### src/rtl/core/fpa_pkg.sv
// Package: opcodes, widths and the pipeline token type of the fixed-point ALU.
`timescale 1ns / 1ps
package fpa_pkg;
    localparam int FRACTION_BITS = 8;
    localparam int DATA_W        = 32;
    localparam int DIV_W         = DATA_W + FRACTION_BITS;
    localparam int STAGES        = DIV_W;

    typedef enum logic [3:0] {
        OP_ADD          = 4'd0,
        OP_SUB          = 4'd1,
        OP_MUL          = 4'd2,
        OP_DIV          = 4'd3,
        OP_INC          = 4'd4,
        OP_DEC          = 4'd5,
        OP_MIN          = 4'd6,
        OP_MAX          = 4'd7,
        OP_INT_TO_FIXED = 4'd8,
        OP_FIXED_TO_INT = 4'd9
    } op_t;

    // One item travelling down the cell row.
    typedef struct packed {
        logic                valid;
        logic                is_div;
        logic                neg_q;
        logic [DIV_W-1:0]    rem;
        logic [DIV_W-1:0]    quo;
        logic [DATA_W-1:0]   divisor;
        logic [DATA_W-1:0]   result;
        logic                a_less;
        logic                a_equal;
        logic                a_greater;
        logic                divide_by_zero;
    } token_t;
endpackage

### src/rtl/core/fpa_front.sv
// Front stage: decodes an item, computes all non-divide results and seeds the divider.
`timescale 1ns / 1ps
module fpa_front
    import fpa_pkg::*;
(
    input  logic               clk,
    input  logic               rst_n,
    input  logic               advance,
    input  logic               in_valid,
    input  logic [3:0]         func,
    input  logic signed [31:0] operand_a,
    input  logic signed [31:0] operand_b,
    output token_t             tok
);
    token_t tok_reg;
    token_t tok_next;
    logic signed [63:0] prod;
    logic [DATA_W-1:0]  abs_a;
    logic [DATA_W-1:0]  abs_b;

    assign prod  = 64'(operand_a) * 64'(operand_b);
    assign abs_a = operand_a[DATA_W-1] ? DATA_W'(-operand_a) : operand_a;
    assign abs_b = operand_b[DATA_W-1] ? DATA_W'(-operand_b) : operand_b;

    always_comb
    begin
        tok_next                = '0;
        tok_next.valid          = in_valid;
        tok_next.a_less         = operand_a < operand_b;
        tok_next.a_equal        = operand_a == operand_b;
        tok_next.a_greater      = operand_a > operand_b;
        tok_next.rem            = '0;
        tok_next.quo            = {abs_a, FRACTION_BITS'(0)};
        tok_next.divisor        = abs_b;
        tok_next.neg_q          = operand_a[DATA_W-1] ^ operand_b[DATA_W-1];
        case (func)
            OP_ADD:          tok_next.result = operand_a + operand_b;
            OP_SUB:          tok_next.result = operand_a - operand_b;
            OP_MUL:          tok_next.result = prod[FRACTION_BITS +: DATA_W];
            OP_DIV:
            begin
                tok_next.divide_by_zero = operand_b == '0;
                tok_next.is_div         = operand_b != '0;
            end
            OP_INC:          tok_next.result = operand_a + 32'sd1;
            OP_DEC:          tok_next.result = operand_a - 32'sd1;
            OP_MIN:          tok_next.result = (operand_a < operand_b) ? operand_a : operand_b;
            OP_MAX:          tok_next.result = (operand_a > operand_b) ? operand_a : operand_b;
            OP_INT_TO_FIXED: tok_next.result = operand_a <<< FRACTION_BITS;
            OP_FIXED_TO_INT: tok_next.result = operand_a >>> FRACTION_BITS;
            default:         tok_next.result = '0;
        endcase
    end

    always_ff @(posedge clk or negedge rst_n)
    begin
        if (!rst_n)
            tok_reg <= '0;
        else if (advance)
            tok_reg <= tok_next;
    end

    assign tok = tok_reg;
endmodule

### config.mk
export PLATFORM = sky130hd
export DESIGN_NAME = fpa_front
export DESIGN_NICKNAME = d
export VERILOG_FILES = /design/src/rtl/core/fpa_pkg.sv /design/src/rtl/core/fpa_front.sv
export SDC_FILE = /design/constraint.sdc
export NUM_CORES = 2
export LEC_CHECK = 0
export BUFFER_PORTS_ARGS = -buffer_cell sky130_fd_sc_hd__buf_2
export CORE_ASPECT_RATIO = 0.6
export CORE_MARGIN = 2
export CORE_UTILIZATION = 47
export DETAILED_ROUTE_END_ITERATION = 10
export GPL_TIMING_DRIVEN = 0
export HOLD_SLACK_MARGIN = 0.05
export PLACE_DENSITY = 0.75
export SLEW_MARGIN = 15
export SYNTH_ARGS = -nofsm -noshare
export SYNTH_HDL_FRONTEND = slang
export SYNTH_SLANG_ARGS = --single-unit
### constraint.sdc
create_clock -name clk -period 3.6 [get_ports clk]
set_input_delay 0.54 -clock clk [delete_from_list [all_inputs] [get_ports clk]]
set_output_delay 0.54 -clock clk [all_outputs]
set_load 0.01 [all_outputs]
======== Yosys cells after proc, flatten, opt, wreduce, memory -nomap -nowiden ========
Index checks and enable logic that the tools add are counted.
operators by class
  add/sub/neg operators ................... 6
  $mul .................................... 1
  magnitude comparators ................... 2
  equality and inequality tests ........... 10
  muxes and demuxes ....................... 7
  bitwise gates (word level) .............. 1
  reduce and logical (&&, ||, !) cells .... 3
operators by type and width
  kind                   count
  $pmux 32 s9            1
  $mux 32                4
  $neg 32->32            2
  $mul 32x32->40         1
  $add 32x2->32 const B  1
  $add 32x32->32         1
  $eq 32x32->1           1
  $gt 32x32->1           1
  $logic_not 32->1       1
  $lt 32x32->1           1
  $reduce_bool 32->1     1
  $sub 32x2->32 const B  1
  $sub 32x32->32         1
  $eq 4x3->1 const B     4
  $eq 4x2->1 const B     2
  $eq 4x4->1 const B     2
  $eq 4x1->1 const B     1
  $logic_not 4->1        1
  $mux 1                 2
  $xor 1x1->1            1
word-level totals
  register bits ........................... 103
  input port bits ......................... 72
  output and inout port bits .............. 151
  logic and storage cells ................. 40

======== Longest topological paths before layout ========
  word-level depth ........................ 3
  mapped depth ............................ 28
  gate-level depth less buffers ........... 26

======== Worst setup path before layout ========
No wires, ideal clock.
  path type ............................... input to register
  from .................................... in operand_b[8]
  to ...................................... reg tok_reg (netlist bit tok[28])
  setup time .............................. 124 ps
  data arrival time ....................... 7777 ps
  required time ........................... 3476 ps
  setup slack ............................. -4300 ps
  stages .................................. 28
  path buffers ............................ 3
  cells stage by stage .................... clkbuf_1 clkbuf_1 clkbuf_1 nand2_1 fa_1 inv_1 fa_1 fa_1 inv_1 fa_1 inv_1 fa_1 inv_1 fa_1 inv_1 fa_1 fa_1 ha_1 a21oi_1 o21ai_0 a21o_1 or4_1 o21ai_0 o21bai_1 a21o_1 o31a_1 xor2_1 a211o_1
between the ends
  cells in the longest elaborated chain, start to end .. 3
  elaborated cells between the ends (all ways) .. 8
  those cells by class .................... 2 x add/sub; 1 x mul; 2 x order compare; 3 x mux
ends and longest elaborated chain
  element                                                                 RTL line         text
  start: declaration                                                      fpa_front.sv:12  input logic signed [31:0] operand_b,
  parallel branches: the longest is 2 deep, another holds $mul 32x32->40  -
  $pmux 32 s9 *                                                           fpa_front.sv:36  case (func)
  end signal: assignment                                                  fpa_front.sv:60  tok_reg <= tok_next;
  end: declaration                                                        fpa_front.sv:15  token_t tok_reg;
Every way passes the cells marked *.
A chain may end at the register's enable or synchronous reset.

======== Final worst setup path ========
  from .................................... in operand_b[13]
  to ...................................... reg tok_reg (netlist bit tok[29])
The elaborated chain is that of the path after synthesis.

==> impl_results.md <==
* Final Core Density at 58.51%
* Worst-Skew Late Latency at 380 ps
* DRT Pass-1 Iters at 8
* Max reg flops at 103
* Period utilization at 215.4%
* RSZ-0062 raised after global routing: yes
* CP Class: input port to flop
* Crit-path max cell delay at 580 ps
* Antenna viol nets, final at 0
* Initial antenna violation count at 10
* Setup crit start kind: input port
* Layout cell share with drive strength beyond 1 at 19.20%
* Largest net degree at the start of global routing at 72
* Fin crit period at 7755 ps
* # rows at 75
* Slowest library cell on the worst path: fa_2
* Die Y at 211.3 µm
* Final global-route overflow total at 0
* Synth warnings at 0
* Status: finished, violations left
* Fmax at 128.9 MHz
* FF+latch count, synth at 103
* Worst min path class: input port to flop
* WL final at 151.3 mm
* Number of port buffers at 172
* CTS Buf Count at 9
* Most common cell on crit path: fa_1
* Final-report max-slew violation count at 0
* Synthesized instance count at 3877
* WL per Instance at 29.33 µm
* Clock sinks at 103
* First-pass GRT wire length at 214.6 mm
* Cell taking the most area after synthesis: fa_1
* Synth top area cells: fa_1 (38%), ha_1 (8.9%), inv_1 (7.9%)
* Final worst slack at -4155 ps
* Ys async rst share at 100.0%
* Final Hold Viols at 0
* Io pins at 223
* Clock transition at path regs at 90 ps
* Failing checks: setup timing
* Initial DRC count at 4617
* Cell with the most instances after synthesis: inv_1
* Via density at 6.063
* CTS max path bufs at 2
* Cell area after synthesis at 33650 µm²
* Die ar. at 73820 µm²
* Tot GR Track Use at 40.94%
* Via count at 31280
* Area share of the largest cell type after synthesis at 38.32%
* Data required, critical path at 3880 ps
* Library cells used by synthesis at 79
* EDFF count, synth at 0
* Relative slew slack at 5.871%
* Max-cap violations at 0
* Register area share after synthesis at 7.660%
* Die X at 349.4 µm
* Net count, final at 5181
* Worst Tran Pin Value at 1412 ps
* Ys flop type: dfrtp_1
* Root buf cell: clkbuf_16
* GP Congestion at 1.085
* Critical path capture point type: flop
* Initial core utilization at 47.81%
* HPWL after detailed placement at 121.9 mm
* H-tree level count at 3
* Vias in the first global route at 30670
* Worst-path fanout max at 5
* Top cells by count, synth: inv_1 (708), fa_1 (644), and2_1 (400)
* FF-to-FF setup slack at 2020 ps
* Area of the multi-input gates at 29090 µm²
* Critical path arrival at 8040 ps
* Final setup fails at 40
* DR DRC count at 0
* Core box area at 70380 µm²
* Clock Skew at 0 ps
* Synthesized area per cell at 8.679 µm²
* CTS tree: done
* Fillcell total at 6093
* FF+latch area at 2577 µm²
* Area grow syn2layout at 22.38%
## layout make-up
class,instances,share of cell area (%)
Multi-Input combinational cell,2825,70.63
Buffer,279,7.727
Inverter,715,6.651
Sequential cell,103,6.259
Timing Repair Buffer,292,5.159
Tap cell,924,2.808
Clock buffer,9,0.5469
Clock inverter,7,0.1853
Antenna cell,5,0.03039
## critical path, delay by kind of cell
family          cells  cell delay, ps
buf+inv            10            1220
fa+ha+maj           9            3760
xor+xnor            1             190
simple gates        3             820
compound gates      7            1480
## per-stage QoR
stage	cells	hold slack [ps]	worst slack, ps	setup TNS [ps]	cell area, µm²
finish	5159	409.7	-4155	-113750	41180
global route	5155	411.2	-4247	-115810	41170
floorplan	3924	244.4	-3708	-95950	34550
global placement	5020	467.5	-6187	-189290	36560
CTS	5120	400.3	-4071	-108750	40160
detailed placement	5024	448.6	-5997	-188210	36640
## what timing repair did
item	in CTS	in global routing
hold buffers	1	0
buffers inserted	80	34
cloned	1	0
hold endpoints to repair	32	0
endpoints found under the setup margin	53	44
pin swaps	92	102
resized for setup	554	192
## logic make-up (layout without fill, tap and decap cells)
family          after synthesis  after routing  synth area share, %
flops                       103            103                7.660
other cells                   1             53              0.01115
mux                          20             20               0.6210
fa+ha+maj                   884            884                47.24
compound gates              512            512                10.08
simple gates               1146           1146                17.08
xor+xnor                    215            215                5.596
buf+inv                     996           1302                11.71
## per-layer routing
layer	track usage [%]	wire [µm]	vias to the layer above
met5	0.06583	46	-
met4	12.56	6459	6
met3	23.03	30150	419
met2	50.63	54290	2666
met1	59.03	60390	15580
li1	-	-	12610
## cells in the final DEF (no fill, tap or decap), types with 23 or more instances in the layout
cell | synthesis | final
fa_2 | 0 | 31
nand2_1 | 381 | 374
buf_4 | 49 | 175
nor3_1 | 28 | 23
conb_1 | 1 | 48
dfrtp_1 | 103 | 103
ha_4 | 0 | 31
a21oi_1 | 150 | 133
and2_4 | 0 | 25
clkbuf_1 | 216 | 56
nor2_1 | 196 | 191
a21o_1 | 37 | 36
buf_6 | 2 | 29
xor2_1 | 65 | 58
clkbuf_16 | 0 | 69
buf_2 | 1 | 144
and2_1 | 400 | 375
fa_1 | 644 | 613
clkbuf_8 | 0 | 30
inv_1 | 708 | 688
o21ai_0 | 98 | 82
xnor2_1 | 150 | 128
ha_1 | 240 | 207
clkbuf_4 | 0 | 26
## final timing paths
kind                                     from       end  cells past startpoint
min in group asynchronous               rst_n   tok[62]                      2
worst min register to register        tok[26]   tok[26]                      1
worst max register to register        tok[34]   tok[34]                      5
worst max-delay path            operand_b[13]   tok[29]                     30
max in group asynchronous               rst_n   tok[41]                      3
worst min-delay path                 in_valid  tok[150]                      2
Power is not shown: default switching activity piles up to over one toggle a cycle in this logic, so the estimate is an artifact.
