## src/rtl/core/fpa_pkg.sv

```systemverilog
// Package: opcodes, widths and the pipeline token type of the fixed-point ALU.
`timescale 1ns / 1ps
package fpa_pkg;
    localparam int FRACTION_BITS = 8;
    localparam int DATA_W        = 32;
    localparam int DIV_W         = DATA_W + FRACTION_BITS;
    localparam int STAGES        = DIV_W;

    typedef enum logic [3:0] {
        OP_ADD          = 4'd0,
        OP_SUB          = 4'd1,
        OP_MUL          = 4'd2,
        OP_DIV          = 4'd3,
        OP_INC          = 4'd4,
        OP_DEC          = 4'd5,
        OP_MIN          = 4'd6,
        OP_MAX          = 4'd7,
        OP_INT_TO_FIXED = 4'd8,
        OP_FIXED_TO_INT = 4'd9
    } op_t;

    // One item travelling down the cell row.
    typedef struct packed {
        logic                valid;
        logic                is_div;
        logic                neg_q;
        logic [DIV_W-1:0]    rem;
        logic [DIV_W-1:0]    quo;
        logic [DATA_W-1:0]   divisor;
        logic [DATA_W-1:0]   result;
        logic                a_less;
        logic                a_equal;
        logic                a_greater;
        logic                divide_by_zero;
    } token_t;
endpackage

```

## src/rtl/core/fpa_cell.sv

```systemverilog
// Divider cell: one restoring quotient bit per cell, passes the item on.
`timescale 1ns / 1ps
module fpa_cell
    import fpa_pkg::*;
(
    input  logic   clk,
    input  logic   rst_n,
    input  logic   advance,
    input  token_t tok_in,
    output token_t tok_out
);
    token_t           tok_reg;
    token_t           tok_next;
    logic [DIV_W:0]   trial;
    logic [DIV_W:0]   shifted;

    always_comb
    begin
        tok_next = tok_in;
        shifted  = {tok_in.rem, tok_in.quo[DIV_W-1]};
        trial    = shifted - (DIV_W+1)'(tok_in.divisor);
        if (tok_in.is_div)
        begin
            tok_next.quo = {tok_in.quo[DIV_W-2:0], !trial[DIV_W]};
            tok_next.rem = trial[DIV_W] ? shifted[DIV_W-1:0] : trial[DIV_W-1:0];
        end
    end

    always_ff @(posedge clk or negedge rst_n)
    begin
        if (!rst_n)
            tok_reg <= '0;
        else if (advance)
            tok_reg <= tok_next;
    end

    assign tok_out = tok_reg;
endmodule

```

## config.mk

```make
export PLATFORM = sky130hd
export DESIGN_NAME = fpa_cell
export DESIGN_NICKNAME = d
export VERILOG_FILES = /design/src/rtl/core/fpa_pkg.sv /design/src/rtl/core/fpa_cell.sv
export SDC_FILE = /design/constraint.sdc
export NUM_CORES = 1
export LEC_CHECK = 0
export ABC_AREA = 1
export BUFFER_PORTS_ARGS = -buffer_cell sky130_fd_sc_hd__buf_2
export CORE_MARGIN = 4
export CORE_UTILIZATION = 54
export CTS_BUF_LIST = sky130_fd_sc_hd__clkbuf_8
export DETAILED_ROUTE_END_ITERATION = 12
export PLACE_DENSITY = 0.88
export SYNTH_ARGS = -nofsm -noshare
export SYNTH_HDL_FRONTEND = slang
export SYNTH_SLANG_ARGS = --single-unit
```

## constraint.sdc

```tcl
create_clock -name clk -period 0.8 [get_ports clk]
set_input_delay 0.08 -clock clk [delete_from_list [all_inputs] [get_ports clk]]
set_output_delay 0.08 -clock clk [all_outputs]
set_load 0.02 [all_outputs]
```

==> results by group, run 1 <==
Status
  • Status: aborted with a tool error
  • Exit stage: 5_1_grt
  • Halt Reason: [ERROR DPL-0038] Utilization greater than 100%, impossible to legalize

Place
  • Placer Congestion: 0.974
  • Inst Count DP: 2,139
  • Input/output buffers: 304
  • Final HPWL DP: 27,700 um

Logic synthesis
  • Post-Synthesis Cell Area: 9700 sq um
  • Mapped Cells: 1,435
  • Synth unique cells: 33
  • Syn. warnings: 0
  • Post-synthesis sequential area ratio: 39.0%
  • Mapped Avg Cell Area: 6.76 sq um
  • Total nets after synthesis: 1,622
  • Flop and latch count out of synthesis: 151

STA
  • Worst EP kind: sequential cell input
  • Worst_ep grt: tok_out[128]$_DFFE_PN0P_/D

Floorplan
  • Starting Density: 55.5%
  • Num ports: 305
  • Num rows: 48
  • Chip height: 142 um
  • Die Width: 142 um

CTS
  • Root Driver: clkbuf_8
  • Sink Count: 151
  • Clock buffer depth: 2
  • CTS Buf Count: 17
  • H-tree levels: 4

GRT
  • Pin count of the biggest net entering global routing: 53
==> logic make-up after synthesis <==
kind of cell	synth area share, %
compound gates	11.4
xor+xnor	1.99
fa+ha+maj	4.33
buf+inv	12.0
flops	39.0
simple gates	31.4
==> synth_stat cells, drive strengths merged <==
master / number / area [sq um]
nor4: 1 / 6.26
and2: 2 / 12.5
xor2: 12 / 105
or2: 1 / 6.26
o221ai: 40 / 350
inv: 247 / 927
nor3: 5 / 36.3
clkinv: 2 / 7.51
nand3: 78 / 418
buf: 13 / 82.6
o21bai: 5 / 37.5
clkbuf: 38 / 143
ha: 32 / 400
o21ai: 44 / 224
dfrtp: 151 / 3780
fa: 1 / 20.0
a21oi: 96 / 492
nand2: 523 / 2010
nor2: 128 / 515
nand4: 6 / 37.5
xnor2: 10 / 87.6
==> per-stage QoR <==
| stage | setup WS [ns] | utilization (%) | instance area [sq um] | hold WS, ns |
|---|---|---|---|---|
| floorplan | -1.11 | - | 9760 | -0.216 |
| global placement | -1.42 | 75.3 | 13200 | -0.0479 |
| detailed placement | -1.54 | 75.3 | 13200 | -0.0480 |
| CTS | -0.845 | 94.5 | 16500 | 0.00554 |
==> repair_timing <==
item                                    CTS
hold buffers                            111
gates cloned                              1
pin swaps                                27
endpoints found under the hold margin   263
buffers inserted                         70
gates resized for setup                 371
endpoints found under the setup margin  192
==> run 2: changes to the inputs <==
Settings changed: CORE_UTILIZATION 54 to 40, CTS_BUF_LIST sky130_fd_sc_hd__clkbuf_8 to default, PLACE_DENSITY 0.88 to default, PLACE_DENSITY_LB_ADDON from default to 0.15.
==> results by group, run 2 <==
Status
  • Status: finished, violations left
  • Violated checks: negative setup slack

Worst setup path
  • Crit path DAT: 2.09 ns
  • Setup CP Type: primary input to register
  • Max FO, Critical Path: 16
  • Critical Path RT: 1.16 ns
  • Setup crit end kind: register
  • Reg2Reg Depth: 4
  • CP Launch Type: primary input

STA
  • Slew Limit Headroom: 79.6%
  • Setup TNS: -74.68 ns
  • Final period utilization: 217%
  • Final setup violating endpoints: 213
  • Final worst path period need: 1.74 ns
  • Actual slew at the worst max-slew pin: 0.303 ns
  • Hold slack final: 0.0170 ns
  • Final Max Slew Viols: 0
  • Min setup slack post-route: -0.938 ns
  • Final Skew: 0 ns
  • RSZ-0062 raised after global routing: true
  • Final hold vios: 0
  • Max Clk Rate: 0.575 GHz

CTS
  • Clk Latency, worst-skew pair: 0.43 ns
  • Root Driver: clkbuf_16
  • CTS Buf Count: 17 (unchanged)
  • Clock slew at reported path FFs: 0.07 ns
  • H-tree levels: 4 (unchanged)
  • CTS tree: done
  • Clock buffer depth: 2 (unchanged)
  • Sink Count: 151 (unchanged)

Floorplan
  • Num rows: 56 (+17%)
  • Num ports: 305 (unchanged)
  • Starting Density: 40.9% (-15 points)
  • Die Width: 164 um (+15%)
  • Core Area: 23,700 sq um
  • Die area: 26,800 sq um
  • Chip height: 164 um (+15%)

Routing
  • Routed wire per std cell: 17.5 um
  • Drt drc: 0
  • Final ANT Viol Nets: 0
  • Met1 Wirelength: 16,800 um
  • Final wirelength: 42,600 um
  • Initial drt markers: 1,026
  • Via Count: 12,200
  • DRT Pass-1 Iters: 5
  • Met3 WL: 3020 um
  • Average vias per placed instance: 4.99
  • Met2 WL: 21,100 um
  • Top Layer Used: met5

Pwr
  • Pleak: 9.30 nW
  • P per Cell Area: 1620 nW/um^2
  • Pwr Total: 0.0282 W
  • Worst vdd ir: 0.00127 V

Layout
  • Leading cell type in the layout, fill and taps excluded: nand2_1
  • Layout cells sized above 1: 39.4%
  • Synth-to-Final Area Change: 79.8%
  • # fillers: 1,714
  • Max FFs per register: 151
  • NumNets Final: 2,290
  • Commonest non-fill, non-tap cells in the layout: nand2_1 (449), buf_4 (255), inv_1 (234)

Logic synthesis
  • Synth Area in Compound Gates: 11.4% (unchanged)
  • Main synth FF type: dfrtp_1
  • Async SR Flop Fraction: 100% (unchanged)
  • Post-Synth Simple-Gate Area: 31.4% (unchanged)
  • Post-synthesis adder-cell area fraction: 4.33% (unchanged)
  • Post-Synthesis Cell Area: 9700 sq um (unchanged)
  • Synth unique cells: 33 (unchanged)
  • Largest family of logic cells by synthesized area: simple AND/OR/NAND/NOR gates
  • Post-synth top area cell: dfrtp_1
  • Mapped Cells: 1,435 (unchanged)
  • Synth top area share: 39.0% (unchanged)
  • Total nets after synthesis: 1,622 (unchanged)
  • Syn. warnings: 0 (unchanged)
  • Commonest cells in the netlist: nand2_1 (512), inv_1 (243), dfrtp_1 (151), nor2_1 (122), a21oi_1 (93)
  • Post-synth EDFFs: 0 (unchanged)
  • Flop and latch count out of synthesis: 151 (unchanged)
  • Fraction of synthesized cell area in xor and xnor cells: 1.99% (unchanged)
  • Post-synthesis mux area share: 0% (unchanged)
  • Mapped Avg Cell Area: 6.76 sq um (unchanged)
  • Count leader, synth: nand2_1
  • Top cells by area, synth: dfrtp_1 (39%), nand2_1 (20%), inv_1 (9.4%), a21oi_1 (4.8%), nor2_1 (4.7%)
  • Post-synthesis sequential area ratio: 39.0% (unchanged)

Hold path
  • Worst hold path type: primary input to register
  • Hold path depth: 3

Place
  • Input/output buffers: 304 (unchanged)
  • Final HPWL DP: 26,900 um (-2.8%)
  • Placer Congestion: 0.956 (-1.9%)

GRT
  • First-pass GRT wire length: 60,800 um
  • Vias in the first global route: 11,800
  • Grt total ovfl: 0
  • Pin count of the biggest net entering global routing: 56
  • GRT Util Overall: 28.2%
  • Antenna violations before repair: 5

Run
  • Max_cap viols: 0
==> run 2: worst max-delay path, cell delays in order <==
cell and delay, ns:
buf_2 0.11, inv_1 0.14, ha_1 0.27, nand2_1 0.08
inv_1 0.08, a21oi_4 0.18, o21ai_2 0.11, nor3_4 0.16
buf_4 0.16, nand2_4 0.06, nand2_4 0.10, nand2_8 0.08
buf_12 0.16, nand2_1 0.07, nand3_2 0.09, a21oi_2 0.16
==> run 2: per-stage QoR <==
| step | util, % | instance area [sq um] | setup WS [ns] | instances |
|---|---|---|---|---|
| floorplan | - | 9760 | -1.11 | 1435 |
| global placement | 55.4 | 13100 | -1.43 | 2203 |
| detailed placement | 55.4 | 13100 | -1.44 | 2203 |
| global route | 73.6 | 17400 | -1.03 | 2437 |
| CTS | 69.2 | 16400 | -0.938 | 2395 |
| finish | 73.6 | 17400 | -0.938 | 2440 |
==> run 2: final timing paths <==
check,from,slack [ns],endpoint
worst max-delay path,tok_in[62],-0.94,tok_out[129]$_DFFE_PN0P_
worst min-delay path,tok_in[37],0.02,tok_out[37]$_DFFE_PN0P_
worst max register to register,tok_out[135]$_DFFE_PN0P_,-0.12,tok_out[135]$_DFFE_PN0P_
worst min register to register,tok_out[12]$_DFFE_PN0P_,0.50,tok_out[12]$_DFFE_PN0P_
max in group asynchronous,rst_n,0.18,tok_out[146]$_DFFE_PN0P_
min in group asynchronous,rst_n,0.05,tok_out[54]$_DFFE_PN0P_
==> run 2: report_power, final <==
| part | internal (W) | total, W | leakage, nW | switching, W |
|---|---|---|---|---|
| combinational | 0.00528 | 0.0108 | 7.20 | 0.00547 |
| sequential | 0.00843 | 0.00911 | 1.81 | 0.000679 |
| clock | 0.00443 | 0.00833 | 0.285 | 0.00390 |
| total | 0.0181 | 0.0282 | 9.30 | 0.0101 |
==> run 2: routing by layer <==
layer  vias to the layer above  GRT usage (%)
met4                         2           10.1
met3                       138           6.02
met2                       509           48.3
met5                         -              0
li1                       5796              -
met1                      5741           35.1
==> run 2: kinds of logic (layout without fill, tap and decap cells) <==
group | count (synthesis) | in the layout
AO/OA/AOI/OAI | 185 | 185
XOR/XNOR | 22 | 22
adder cells (fa/ha/maj) | 33 | 33
buffers and inverters | 300 | 980
flip-flops | 151 | 151
other | 0 | 6
AND/OR/NAND/NOR | 744 | 744
==> run 2: layout make-up <==
cell class | count | area [sq um] | share of cell area, %
repair buffers | 700 | 6020 | 34.5
multi-input cells | 984 | 5680 | 32.6
flip-flops and latches | 151 | 3780 | 21.7
inverters | 249 | 956 | 5.48
clock buffers | 17 | 425 | 2.44
well taps | 319 | 399 | 2.29
clock inverters | 14 | 160 | 0.919
diodes | 6 | 15.0 | 0.0861
==> run 2: what timing repair did <==
action                                 CTS  global route
pin swaps                               19            27
resized for setup                      346           187
cloned                                   2             0
endpoints found under the hold margin  258             2
hold buffers                           105             2
buffers inserted                        54            48
setup endpoints to repair              192           213
Power figures use the tool's default switching activity.
==> run 3: changes to the inputs <==
Settings changed: CAP_MARGIN from default to 20, CORE_UTILIZATION 40 to 50.
==> results by group, run 3 <==
CTS
  • H-tree levels: 4 (unchanged)
  • Clock buffer depth: 2 (unchanged)
  • Sink Count: 151 (unchanged)
  • Root Driver: clkbuf_16
  • CTS Buf Count: 17 (unchanged)

Logic synthesis
  • Synth top area share: 39.0% (unchanged)
  • Post-synth EDFFs: 0 (unchanged)
  • Main synth FF type: dfrtp_1
  • Post-Synthesis Cell Area: 9700 sq um (unchanged)
  • Mapped Avg Cell Area: 6.76 sq um (unchanged)
  • Mapped Cells: 1,435 (unchanged)
  • Top cells by area, synth: dfrtp_1 (39%), nand2_1 (20%), inv_1 (9.4%), a21oi_1 (4.8%), nor2_1 (4.7%)
  • Flop and latch count out of synthesis: 151 (unchanged)
  • Post-synthesis sequential area ratio: 39.0% (unchanged)
  • Total nets after synthesis: 1,622 (unchanged)
  • Syn. warnings: 0 (unchanged)
  • Async SR Flop Fraction: 100% (unchanged)
  • Post-synth top area cell: dfrtp_1
  • Commonest cells in the netlist: nand2_1 (512), inv_1 (243), dfrtp_1 (151), nor2_1 (122), a21oi_1 (93)
  • Synth unique cells: 33 (unchanged)
  • Count leader, synth: nand2_1

Floorplan
  • Chip height: 147 um (-10%)
  • Starting Density: 51.3% (+10 points)
  • Num ports: 305 (unchanged)
  • Die Width: 147 um (-10%)
  • Num rows: 50 (-11%)

GRT
  • GRT Util Overall: 79.7%
  • Antenna violations before repair: 11
  • Grt total ovfl: 103
  • Pin count of the biggest net entering global routing: 66

STA
  • Worst_ep grt: tok_out[131]$_DFFE_PN0P_/D
  • Worst EP kind: sequential cell input

Status
  • Halt Reason: [ERROR GRT-0232] Routing congestion too high. Check the congestion heatmap in the GUI.
  • Exit stage: 5_1_grt
  • Status: aborted with a tool error

Place
  • Placement Setup Slack: -1.48 ns (-0.0345 ns)
  • Final HPWL DP: 26,500 um (-1.5%)
  • Placer Congestion: 0.974 (+1.9%)
  • Input/output buffers: 304 (unchanged)
  • Area after DPL: 13,100 sq um (-0.35%)
[run 3: cell counts after synthesis]
No cell type changed its count.
[run 3: layer usage]
layer / track usage (%) / overflow
met4: 81.9 / 56
met2: 94.5 / 47
met1: 79.5 / 0
met5: 22.7 / 0
met3: 66.6 / 0
[run 3: metrics by stage]
| stage | std cells | utilization [%] |
|---|---|---|
| 2_1_floorplan | 1435 | - |
| 3_3_place_gp | 2151 | 69.2 |
| 3_5_place_dp | 2151 | 69.2 |
| 4_1_cts | 2341 | 87.4 |
[run 3: what timing repair did]
action / in CTS
resized for setup: 381
hold buffers: 88
endpoints found under the hold margin: 239
setup buffers: 67
cloned: 4
pin swaps: 27
endpoints found under the setup margin: 192
[run 3: cells by family after synthesis]
group	after synthesis	share of synthesized area, %
AO/OA/AOI/OAI	185	11.4
XOR/XNOR	22	1.99
adder cells (fa/ha/maj)	33	4.33
buffers and inverters	300	12.0
flip-flops	151	39.0
AND/OR/NAND/NOR	744	31.4
